===== config.mk =====
export PLATFORM = sky130hd
export DESIGN_NAME = lobm_front
export DESIGN_NICKNAME = d
export VERILOG_FILES = /design/src/rtl/lobm_pkg.sv /design/src/rtl/lobm_front.sv
export SDC_FILE = /design/constraint.sdc
export NUM_CORES = 1
export LEC_CHECK = 0
export ABC_AREA = 1
export BUFFER_PORTS_ARGS = -buffer_cell sky130_fd_sc_hd__buf_2
export CORE_AREA = 2 2 116 96
export DETAILED_ROUTE_END_ITERATION = 10
export DIE_AREA = 0 0 118 98
export PLACE_DENSITY = 0.69
export SLEW_MARGIN = 20
export SYNTH_ARGS = -nofsm -noshare
export SYNTH_HDL_FRONTEND = slang
export SYNTH_SLANG_ARGS = --single-unit
export TNS_END_PERCENT = 5

===== constraint.sdc =====
create_clock -name clk -period 9.1 [get_ports clk]
set_input_delay 1.365 -clock clk [delete_from_list [all_inputs] [get_ports clk]]
set_output_delay 1.365 -clock clk [all_outputs]
set_load 0.05 [all_outputs]

===== src/rtl/lobm_pkg.sv =====
// Shared types, sizes, codes and bit-search helpers for the order book matcher.
package lobm_pkg;

  localparam int NUM_LEVELS  = 1024;
  localparam int LEVEL_DEPTH = 16;
  localparam int TICK_W      = $clog2(NUM_LEVELS);
  localparam int POS_W       = $clog2(LEVEL_DEPTH);
  localparam int LV_W        = TICK_W + 1;
  localparam int SLOT_AW     = LV_W + POS_W;
  localparam int TOTAL_LV    = 2 * NUM_LEVELS;
  localparam int TOTAL_SLOTS = TOTAL_LV * LEVEL_DEPTH;
  localparam int CNT_W       = POS_W + 1;
  localparam int BIT_W       = 5;
  localparam int WORD_BITS   = 1 << BIT_W;
  localparam int WORD_W      = TICK_W - BIT_W;
  localparam int NUM_WORDS   = 1 << WORD_W;
  localparam int OCC_AW      = WORD_W + 1;
  localparam int QTY_W       = 16;
  localparam int ID_W        = 31;

  localparam logic ACT_INSERT = 1'b0;
  localparam logic ACT_CANCEL = 1'b1;

  localparam logic [2:0] ST_RESTED    = 3'd0;
  localparam logic [2:0] ST_FILLED    = 3'd1;
  localparam logic [2:0] ST_CANCELLED = 3'd2;
  localparam logic [2:0] ST_NOTFOUND  = 3'd3;
  localparam logic [2:0] ST_DROPPED   = 3'd4;

  typedef struct packed {
    logic             action;
    logic [ID_W-1:0]  order_id;
    logic [TICK_W-1:0] price_tick;
    logic [QTY_W-1:0] quantity;
    logic             side;
  } in_item_t;

  typedef struct packed {
    logic [2:0]        status;
    logic [QTY_W-1:0]  filled_qty;
    logic [QTY_W-1:0]  rested_qty;
    logic [TICK_W-1:0] best_bid;
    logic              best_bid_valid;
    logic [TICK_W-1:0] best_ask;
    logic              best_ask_valid;
  } out_item_t;

  // Classified entry passed from the front queue to the engine
  typedef struct packed {
    logic     cancel;
    in_item_t item;
  } q_item_t;

  typedef struct packed {
    logic [POS_W-1:0] head;
    logic [CNT_W-1:0] used;
    logic [CNT_W-1:0] live;
  } meta_t;

  function automatic logic [BIT_W-1:0] hi_idx(input logic [WORD_BITS-1:0] v);
    logic [BIT_W-1:0] r;
    r = '0;
    for (int i = 0; i < WORD_BITS; i++) begin
      if (v[i]) r = BIT_W'(i);
    end
    return r;
  endfunction

  function automatic logic [BIT_W-1:0] lo_idx(input logic [WORD_BITS-1:0] v);
    logic [BIT_W-1:0] r;
    r = '0;
    for (int i = WORD_BITS - 1; i >= 0; i--) begin
      if (v[i]) r = BIT_W'(i);
    end
    return r;
  endfunction

  function automatic logic [WORD_W-1:0] hi_word(input logic [NUM_WORDS-1:0] v);
    logic [WORD_W-1:0] r;
    r = '0;
    for (int i = 0; i < NUM_WORDS; i++) begin
      if (v[i]) r = WORD_W'(i);
    end
    return r;
  endfunction

  function automatic logic [WORD_W-1:0] lo_word(input logic [NUM_WORDS-1:0] v);
    logic [WORD_W-1:0] r;
    r = '0;
    for (int i = NUM_WORDS - 1; i >= 0; i--) begin
      if (v[i]) r = WORD_W'(i);
    end
    return r;
  endfunction

endpackage


===== src/rtl/lobm_front.sv =====
// Front end: two-entry input queue that takes transactions and classifies them.
module lobm_front (
  input  logic              clk,
  input  logic              rst,
  input  logic              hold,
  input  logic              in_valid,
  output logic              in_ready,
  input  lobm_pkg::in_item_t in_data,
  output logic              q_valid,
  input  logic              q_pop,
  output lobm_pkg::q_item_t q_item
);
  import lobm_pkg::*;

  q_item_t    ent [2];
  logic       wp;
  logic       rp;
  logic [1:0] count;
  logic       push;
  logic       pop;

  assign in_ready = (count != 2'd2) && !hold;
  assign push     = in_valid && in_ready;
  assign q_valid  = (count != 2'd0);
  assign pop      = q_pop && q_valid;
  assign q_item   = ent[rp];

  // Store the classified transaction
  always_ff @(posedge clk) begin
    if (push) begin
      ent[wp].cancel <= (in_data.action == ACT_CANCEL);
      ent[wp].item   <= in_data;
    end
  end

  // Advance pointers and count
  always_ff @(posedge clk) begin
    if (rst) begin
      wp    <= 1'b0;
      rp    <= 1'b0;
      count <= 2'd0;
    end else begin
      if (push) wp <= ~wp;
      if (pop) rp <= ~rp;
      case ({push, pop})
        2'b10:   count <= count + 2'd1;
        2'b01:   count <= count - 2'd1;
        default: count <= count;
      endcase
    end
  end

endmodule


; ---- Yosys cells after proc, flatten, opt, wreduce, memory -nomap -nowiden
; Memory sizes are Yosys's and may differ from the RTL's. A register that Yosys moved wholly into a read port is not among the register bits.
; Index checks and enable logic that the tools add are counted.
[classes]
addsub = 2
eq_ne = 3
muxes = 5
n_bitwise = 2
n_reduce_logical = 6
[ops]
columns = operator, count
row1 = two-way mux 1 bit, 4
row2 = one-hot mux 2 bit (2 select lines), 1
row3 = nonzero test 2 bit, 2
row4 = logical AND 1 bit, 3
row5 = "adder 2 x 1 -> 2 bit, second input constant", 1
row6 = "equality test 2 x 1 -> 1 bit, second input constant", 1
row7 = "equality test 2 bit, second input constant", 1
row8 = "inequality test 2 bit, second input constant", 1
row9 = inverter 1 bit, 2
row10 = "subtractor 2 x 1 -> 2 bit, second input constant", 1
row11 = zero test 1 bit, 1
[word_totals]
regBits = 4
mem_bits_rw = 120
in_bits = 64
n_memories = 1
[memory_table]
columns = name, depth, width, read_ports, rd_clocked_by_memory_dff, write_ports, line
row1 = ent, 2, 60, 1, 1, 1, lobm_front.sv:15  ; q_item_t ent [2];

; ---- Longest topological paths before layout
; Gate-level depths: netlist of the first run.
[depth]
ltp_word = 5
ltp_mapped = 10

; ---- Least setup slack after synthesis of the first run
; OpenSTA, ideal clock, no wires.
[synth_timing]
path_type = input to register
startpoint = input hold
endpoint = memory ent[0][0] (netlist bit) (enable)
setup_time_ns = 0.476
arrival_time_ns = 4.014
required_time_ns = 8.624
path_slack_ns = 4.610
path_stages = 3
n_path_buf = 0
path_cell_list = inv_1 nand3_1 nor2_1
[synth_via]
elab_chain_len = 5
[synth_rtl]
columns = element, line
row1 = from (decl), lobm_front.sv:5  ; input logic hold,
row2 = zero test 1 bit, lobm_front.sv:22  ; assign in_ready = (count != 2'd2) && !hold;
row3 = logical AND 1 bit, lobm_front.sv:22
row4 = logical AND 1 bit, lobm_front.sv:23  ; assign push = in_valid && in_ready;
row5 = two-way mux 1 bit, lobm_front.sv:30  ; if (push) begin
row6 = two-way mux 1 bit (not written as such), lobm_front.sv:32  ; ent[wp].item <= in_data;
row7 = to (decl), lobm_front.sv:15
; No other way between the ends.

==> results of run 1 <==
[registers in the layout, summed over array words and instances (netlist names), named ones only]
name and count:
count 2, wp 1, rp 1, ent 118
[through the flow]
stage | std cells | instance area (sq um) | hold WS, ns
6_report | 523 | 5940 | 0.521
4_1_cts | 523 | 5940 | 0.522
3_5_place_dp | 491 | 5340 | 0.509
2_1_floorplan | 227 | 4570 | 0.465
3_3_place_gp | 491 | 5340 | 0.481
5_1_grt | 523 | 5940 | 0.559
[area by class of cell]
type,instances,area share (%)
Timing Repair Buffer,128,10.9
Inverter,11,0.695
Clock inverter,15,2.93
Sequential cell,123,61.4
Clock buffer,17,7.16
Multi-Input combinational cell,85,13.9
Tap cell,144,3.03
[worst max-delay path by stage]
| stage | endpoint | slack (ns) | cells past startpoint |
|---|---|---|---|
| finish | q_item[40] | 5.68 | 3 |
| global route | q_item[40] | 5.59 | 3 |
| detailed placement | ent[0][7] | 5.81 | 5 |
| CTS | q_item[40] | 5.65 | 3 |
| global placement | ent[0][9] | 5.85 | 5 |
| floorplan | ent[0][0] | 4.61 | 3 |
[cell families (layout without fill, tap and decap cells)]
| logic type | after synthesis | in the layout |
|---|---|---|
| buffers and inverters | 19 | 171 |
| AND/OR/NAND/NOR | 21 | 21 |
| flip-flops | 123 | 123 |
| multiplexers | 59 | 59 |
| AO/OA/AOI/OAI | 4 | 4 |
| adder cells (fa/ha/maj) | 1 | 1 |
[worst register-to-register path, stage by stage (launching register included)]
cell and delay [ns]:
dfxtp_1 0.35, inv_1 0.11, nand2_1 0.10, nand3_1 0.17, nor2_4 0.57, buf_4 0.56
[placed cells by master (no fill, tap or decap), types with 3 or more instances in the layout]
master and n:
nand2_1 9, clkbuf_16 17, mux2_2 49, buf_4 3
inv_1 10, edfxtp_1 118, clkinvlp_4 4, bufinv_16 3
dfxtp_1 4, clkinv_2 3, mux2_4 10, nor2_1 8
buf_2 125
[power groups by stage]
| stage | registers [uW] | logic (uW) | clock network (uW) |
|---|---|---|---|
| floorplan | 669 | 219 | 0 |
| global placement | 668 | 275 | 0 |
| detailed placement | 670 | 277 | 0 |
| CTS | 658 | 278 | 683 |
| global route | 660 | 290 | 704 |
| finish | 658 | 274 | 667 |
[routing by layer]
layer / track usage, % / wire (um) / share of wire [%]
met5: 0 / 0 / 0
met4: 6.39 / 110 / 1.4
met3: 6.19 / 584 / 7.5
met2: 22.6 / 3780 / 48
met1: 17.1 / 3330 / 43
==> impl_metrics.json, run 1 <==
{
  "finalPower_uw": 1600,
  "synthTopCellsByCount": "edfxtp_1 (118), mux2_2 (49), inv_1 (11), mux2_4 (10)",
  "yosys.area_share.adder_pct": 0.274,
  "syn_area_sq_um": 4570,
  "yosysSeqAreaShare_pct": 79.7,
  "status": "completed",
  "diodes": 0,
  "async_flop_share_pct": 0,
  "ys_warn_count": 0,
  "power_switching_share_pct": 27.5,
  "max_cap_viol_count": 0,
  "drtIter0Drc": 123,
  "wl_per_cell_um": 14.9,
  "rows": 34,
  "synth_edf_count": 118,
  "final_util_pct": 56.5,
  "synthMuxAreaShare_pct": 15.4,
  "netlist_instances": 227,
  "fin_skew_ns": 0.00313,
  "arrival_ns": 2.06,
  "critPathTopFamily": "buffers and inverters",
  "min_to": "rp",
  "synth_top_area_cell": "edfxtp_1",
  "yosys-top-cells-area": "edfxtp_1 (78%), mux2_2 (12%), mux2_4 (3.3%)",
  "synth_nets": 292,
  "r2r_slack_ns": 6.84,
  "crit_required_ns": 7.74,
  "clkTransAtPathRegs_ns": 0.05,
  "seqCellArea_sq_um": 3640,
  "setup_viol": 0,
  "place_congestion": 0.676,
  "p_switching_uw": 439,
  "htreeDepth": 4,
  "worst_slew_pin_slew_ns": 0.850,
  "cp_max_fo": 59,
  "dp_slack_ns": 5.81,
  "nFillCells": 870,
  "hold_viol": 0,
  "yosysMostFrequentCell": "edfxtp_1",
  "timing.rr.end": "ent[0][9]",
  "grt_pass1_vias": 2539,
  "r2r-start": "count[0]",
  "tritoncts": "built",
  "clock_sinks": 123,
  "hold_path_depth": 2,
  "ir_drop_uv": 213,
  "crit_chain": "buf_4, mux2_2, buf_2",
  "num_vias": 2441,
  "drt_pass1_iterations": 6,
  "ant_nets": 0,
  "cts_setup_buffers": 0,
  "fin_crit_sh_pct": 37.6,
  "start_kind": "flop",
  "rsz0062_at_grt": "false",
  "synth-xor-area-share_pct": 0,
  "grt.total_usage_pct": 14.3,
  "critPathMaxStageDelay_ns": 0.64,
  "insertion_delay_ns": 0.40,
  "slew_headroom_pct": 43.4,
  "die_area_sq_um": 11600,
  "core_area_sq_um": 10500,
  "initial_core_util_pct": 43.5,
  "fin_nets": 431,
  "min-delay-start": "rp",
  "pwr-share-comb_pct": 17.1,
  "grt_max_degree": 60,
  "critical_path.endpoint_type": "output pin",
  "synth-compound-area-share_pct": 0.438,
  "timing.fmax_ghz": 0.292,
  "netlist.area_leader.share_pct": 77.5,
  "root_buffer": "clkbuf_16",
  "die_h_um": 98,
  "ys.flop_type": "edfxtp_1",
  "die_w_um": 118,
  "cts_buffers": 17,
  "cts_resized": 0,
  "clock_path_buffers": 2,
  "synth_area_per_cell_sq_um": 20.1,
  "area_growth_pct": 30.0,
  "p_int_uw": 1160,
  "fin_crit_ns": 3.42,
  "drive_above_1_share_pct": 58.3,
  "antenna_found_initial": 0,
  "pwr-share-clk_pct": 41.7,
  "pwr-share-seq_pct": 41.1,
  "hp-class": "reg -> reg",
  "gr-total-overflow": 0,
  "vias_per_cell": 4.67,
  "multi_input_area_sq_um": 827,
  "drc_errors": 0,
  "worst_slack_ns": 5.68,
  "cts_hold_buffers": 0,
  "final.setup.tns_ns": 0,
  "ys_ff_latch": 123,
  "path_class": "reg -> out",
  "num_io_pins": 126,
  "synth_top_family_by_area": "multiplexers",
  "slowest_stage": "buf_4",
  "leakage_uw": 0.00227,
  "place_hpwl_um": 5050,
  "grt_pass1_wl_um": 12400,
  "worst-r2r-cell-count": 5,
  "io_buffers": 125,
  "power.density_nw_per_um2": 269,
  "path_buf_inv": 2,
  "wirelength_um": 7800,
  "drv_slew": 0,
  "synth_cell_types": 16,
  "yosys.area_share.simple_pct": 1.86
}
No activity file was read; power rests on OpenSTA's default activity.
==> run 2: changes to the inputs <==
==> constraint.sdc (replaced) <==
create_clock -name clk -period 3.3 [get_ports clk]
set_input_delay 0.495 -clock clk [delete_from_list [all_inputs] [get_ports clk]]
set_output_delay 0.495 -clock clk [all_outputs]
set_load 0.05 [all_outputs]
==> impl_metrics.json, run 2 (synthesis results as in run 1) <==
{
  "place_congestion": 0.711,
  "hold_viol": 0,
  "p_int_uw": 3100,
  "power_switching_share_pct": 27.0,
  "power.density_nw_per_um2": 719,
  "drc_errors": 0,
  "io_buffers": 125,
  "cp_max_fo": 33,
  "slew_headroom_pct": 44.1,
  "grt_max_degree": 36,
  "status": "completed",
  "fin_crit_sh_pct": 77.3,
  "grt_pass1_wl_um": 12800,
  "clock_path_buffers": 2,
  "final.setup.tns_ns": 0,
  "die_w_um": 118,
  "worst_slew_pin_slew_ns": 0.837,
  "area_growth_pct": 29.3,
  "drt_pass1_iterations": 4,
  "final_util_pct": 56.2,
  "slowest_stage": "dfxtp_2",
  "path_class": "reg -> out",
  "p_switching_uw": 1150,
  "antenna_found_initial": 0,
  "holdWs_ns": 0.278,
  "place_hpwl_um": 5090,
  "met3_usage_pct": 5.72,
  "mostFrequentLayoutCell": "buf_2",
  "die_h_um": 98,
  "grt_pass1_vias": 2608,
  "drtIter0Drc": 148,
  "wl_per_cell_um": 15.2,
  "cts_buffers": 17,
  "die_area_sq_um": 11600,
  "root_buffer": "clkbuf_16",
  "cts_hold_buffers": 0,
  "placed_cells": 493,
  "cts_setup_buffers": 0,
  "tritoncts": "built",
  "max_cap_viol_count": 0,
  "final_cells": 524,
  "worst_slack_ns": 0.750,
  "layout_common_cells": "buf_2 (125), edfxtp_1 (118), mux2_2 (49), clkbuf_16 (17)",
  "htreeDepth": 4,
  "diodes": 0,
  "hp-class": "in -> reg",
  "crit_chain": "buf_4, mux2_2, buf_2",
  "largest-register": "ent",
  "pwr-share-clk_pct": 39.4,
  "drive_above_1_share_pct": 56.8,
  "cts_resized": 0,
  "busiest_layer": "met2",
  "grt_use_met2_pct": 24.0,
  "clkTransAtPathRegs_ns": 0.05,
  "timing.rr.end": "ent[1][30]",
  "critPathMaxStageDelay_ns": 0.52,
  "start_kind": "flop",
  "gr-total-overflow": 0,
  "fin_nets": 433,
  "ant_nets": 0,
  "grt.total_usage_pct": 14.7,
  "r2r_slack_ns": 1.41,
  "biggestRegsByFlops": "ent x118, count x2",
  "ir_drop_uv": 500,
  "num_vias": 2389,
  "initial_core_util_pct": 43.5,
  "hold_path_depth": 1,
  "setup_viol": 0,
  "met1_usage_pct": 17.4,
  "drv_slew": 0,
  "min-delay-start": "in_data[37]",
  "fin_skew_ns": 0.00512,
  "vias_per_cell": 4.56,
  "arrival_ns": 2.05,
  "pwr-share-seq_pct": 43.0,
  "worst-r2r-cell-count": 5,
  "fin_crit_ns": 2.55,
  "r2r-start": "count[0]",
  "min_to": "ent[0][37]",
  "timing.fmax_ghz": 0.392,
  "largest_register_ffs": 118,
  "insertion_delay_ns": 0.40,
  "crit_required_ns": 2.80,
  "pwr-share-comb_pct": 17.6,
  "num_io_pins": 126,
  "core_area_sq_um": 10500,
  "wirelength_um": 7950,
  "clock_sinks": 123,
  "rsz0062_at_grt": "false",
  "critical_path.endpoint_type": "output pin",
  "rows": 34,
  "leakage_uw": 0.00227,
  "dp_slack_ns": 1.15
}
## run 2: cell count changes in the layout (fill, tap and decap cells not counted), sizes merged
cell,delta
buf,+2
bufinv,-1
clkbuf,+2
clkinv,+3
clkinvlp,-3
inv,-2
## run 2: how the worst max path moves through the flow
stage	start	to	depth (start not counted)
6_report	flop	q_item[10]	3
5_1_grt	flop	q_item[10]	3
4_1_cts	flop	q_item[10]	3
3_5_place_dp	flop	q_item[10]	3
2_1_floorplan	hold	ent[0][0]	3
3_3_place_gp	flop	q_item[13]	3
## run 2: through the flow
step | total power, uW | instance area [sq um]
floorplan | 2450 | 4570
global placement | 2600 | 5370
detailed placement | 2610 | 5370
CTS | 4300 | 5910
global route | 4410 | 5910
finish | 4250 | 5910
## run 2: final cells by class
type	instances	area, sq um
fill	829	4600
sequential	123	3640
multi-input combinational	85	827
timing repair buffer	130	676
clock buffer	19	433
tap	144	180
clock inverter	12	106
inverter	11	41.3
## run 2: per-layer routing
layer | routed length [um] | up-vias
li1 | - | 1148
met1 | 3480 | 1149
met2 | 3850 | 83
met3 | 502 | 9
met4 | 105 | 0
met5 | 0 | -
## run 2: worst max-delay path: cells and delay by family, from the launching register on
family,cells,cell delay (ns)
buf+inv,2,0.69
mux,1,0.40
flops,1,0.52
## run 2: power groups by stage
stage / logic (uW) / registers [uW] / clock network (uW)
CTS: 757 / 1830 / 1720
finish: 748 / 1830 / 1670
global placement: 746 / 1850 / 0
global route: 790 / 1830 / 1790
detailed placement: 753 / 1860 / 0
floorplan: 604 / 1840 / 0
==> run 3: changes to the inputs <==
--- a/config.mk
+++ b/config.mk
@@ -10,7 +10,7 @@
 export CORE_AREA = 2 2 116 96
 export DETAILED_ROUTE_END_ITERATION = 10
 export DIE_AREA = 0 0 118 98
-export PLACE_DENSITY = 0.69
+export PLACE_DENSITY = 0.72
 export SLEW_MARGIN = 20
 export SYNTH_ARGS = -nofsm -noshare
 export SYNTH_HDL_FRONTEND = slang
==> constraint.sdc (replaced) <==
create_clock -name clk -period 2.3 [get_ports clk]
set_input_delay 0.345 -clock clk [delete_from_list [all_inputs] [get_ports clk]]
set_output_delay 0.345 -clock clk [all_outputs]
set_load 0.05 [all_outputs]
==> impl_metrics.json, run 3 (synthesis results as in run 1) <==
{
  "cts_buffers": 17,
  "die_h_um": 98,
  "path_class": "reg -> out",
  "p_switching_uw": 1770,
  "cts_setup_buffers": 0,
  "rows": 34,
  "drive_above_1_share_pct": 58.8,
  "grt_pass1_wl_um": 12600,
  "power_switching_share_pct": 27.7,
  "path_buf_inv": 2,
  "clkTransAtPathRegs_ns": 0.06,
  "place_congestion": 0.690,
  "fin_skew_ns": 0.00626,
  "vias_per_cell": 4.66,
  "hold_viol": 0,
  "num_io_pins": 126,
  "biggestRegsByFlops": "ent x118, count x2",
  "ant_nets": 0,
  "drv_slew": 0,
  "cts_resized": 0,
  "place_hpwl_um": 5130,
  "worst_slew_pin_slew_ns": 0.460,
  "final.setup.tns_ns": 0,
  "power.density_nw_per_um2": 1070,
  "clock_path_buffers": 2,
  "p_int_uw": 4620,
  "start_kind": "flop",
  "insertion_delay_ns": 0.40,
  "root_buffer": "clkbuf_16",
  "slew_headroom_pct": 69.3,
  "fin_crit_ns": 2.08,
  "tritoncts": "built",
  "status": "completed",
  "io_buffers": 125,
  "rsz0062_at_grt": "false",
  "clock_sinks": 123,
  "die_area_sq_um": 11600,
  "grt.total_usage_pct": 14.6,
  "final_cells": 526,
  "largest_register_ffs": 118,
  "ir_drop_uv": 736,
  "critPathTopFamily": "buffers and inverters",
  "pwr-share-seq_pct": 40.7,
  "final_util_pct": 56.9,
  "finalPower_uw": 6390,
  "critical_path.endpoint_type": "output pin",
  "initial_core_util_pct": 43.5,
  "die_w_um": 118,
  "mostFrequentLayoutCell": "buf_2",
  "largest-register": "ent",
  "htreeDepth": 4,
  "pwr-share-clk_pct": 42.1,
  "setup_viol": 0,
  "antenna_found_initial": 1,
  "critPathMaxStageDelay_ns": 0.40,
  "cp_max_fo": 31,
  "grt_max_degree": 60,
  "fin_crit_sh_pct": 90.7,
  "max_cap_viol_count": 0,
  "nFillCells": 846,
  "layout_common_cells": "buf_2 (125), edfxtp_1 (118), mux2_2 (49), clkbuf_16 (17)",
  "cts_hold_buffers": 0,
  "hp-class": "in -> reg",
  "gr-total-overflow": 0,
  "drt_pass1_iterations": 4,
  "num_vias": 2449,
  "wirelength_um": 8010,
  "slowest_stage": "mux2_2",
  "arrival_ns": 1.74,
  "crit_required_ns": 1.96,
  "grt_pass1_vias": 2583,
  "wl_per_cell_um": 15.2,
  "timing.fmax_ghz": 0.480,
  "fin_nets": 433,
  "crit_chain": "buf_4, mux2_2, buf_2",
  "core_area_sq_um": 10500,
  "drtIter0Drc": 150,
  "drc_errors": 0,
  "area_growth_pct": 30.9,
  "placed_cells": 493,
  "pwr-share-comb_pct": 17.1,
  "leakage_uw": 0.00230
}
## run 3: layer usage
metal  wire length (um)  track usage, %
met5                  0               0
met4                102            7.23
met3                590            6.37
met2               3880            23.1
met1               3440            17.3
## run 3: layout make-up
type	count	area [sq um]	area share, %
Clock inverter	15	185	3.10
Multi-Input combinational cell	85	827	13.8
Sequential cell	123	3640	60.9
Inverter	11	41.3	0.690
Clock buffer	17	425	7.11
Antenna cell	1	2.50	0.0418
Tap cell	144	180	3.01
Timing Repair Buffer	130	676	11.3
## run 3: path summary, 6_finish.rpt
kind,slack (ns),cells after the start,start,end
max,0.22,3,flop,q_item[42]
min,0.13,1,in_data[20],ent[1][20]
max reg2reg,0.73,5,count[0],ent[0][45]
min reg2reg,0.51,2,rp,rp
## run 3: power groups by stage
| stage | clock network (uW) | logic, uW | registers [uW] |
|---|---|---|---|
| 2_1_floorplan | 0 | 868 | 2640 |
| 3_3_place_gp | 0 | 1090 | 2650 |
| 3_5_place_dp | 0 | 1100 | 2650 |
| 4_1_cts | 2750 | 1100 | 2600 |
| 5_1_grt | 2860 | 1150 | 2610 |
| 6_report | 2690 | 1090 | 2600 |
## run 3: metrics by stage
step                      area [sq um]  worst slack, ns  hold WS, ns
after floorplan                   4580            0.143        0.444
after global placement            5370            0.618        0.478
after detailed placement          5370            0.612        0.500
after CTS                         5980            0.183        0.112
after global routing              5980            0.119        0.105
final                             5980            0.215        0.132
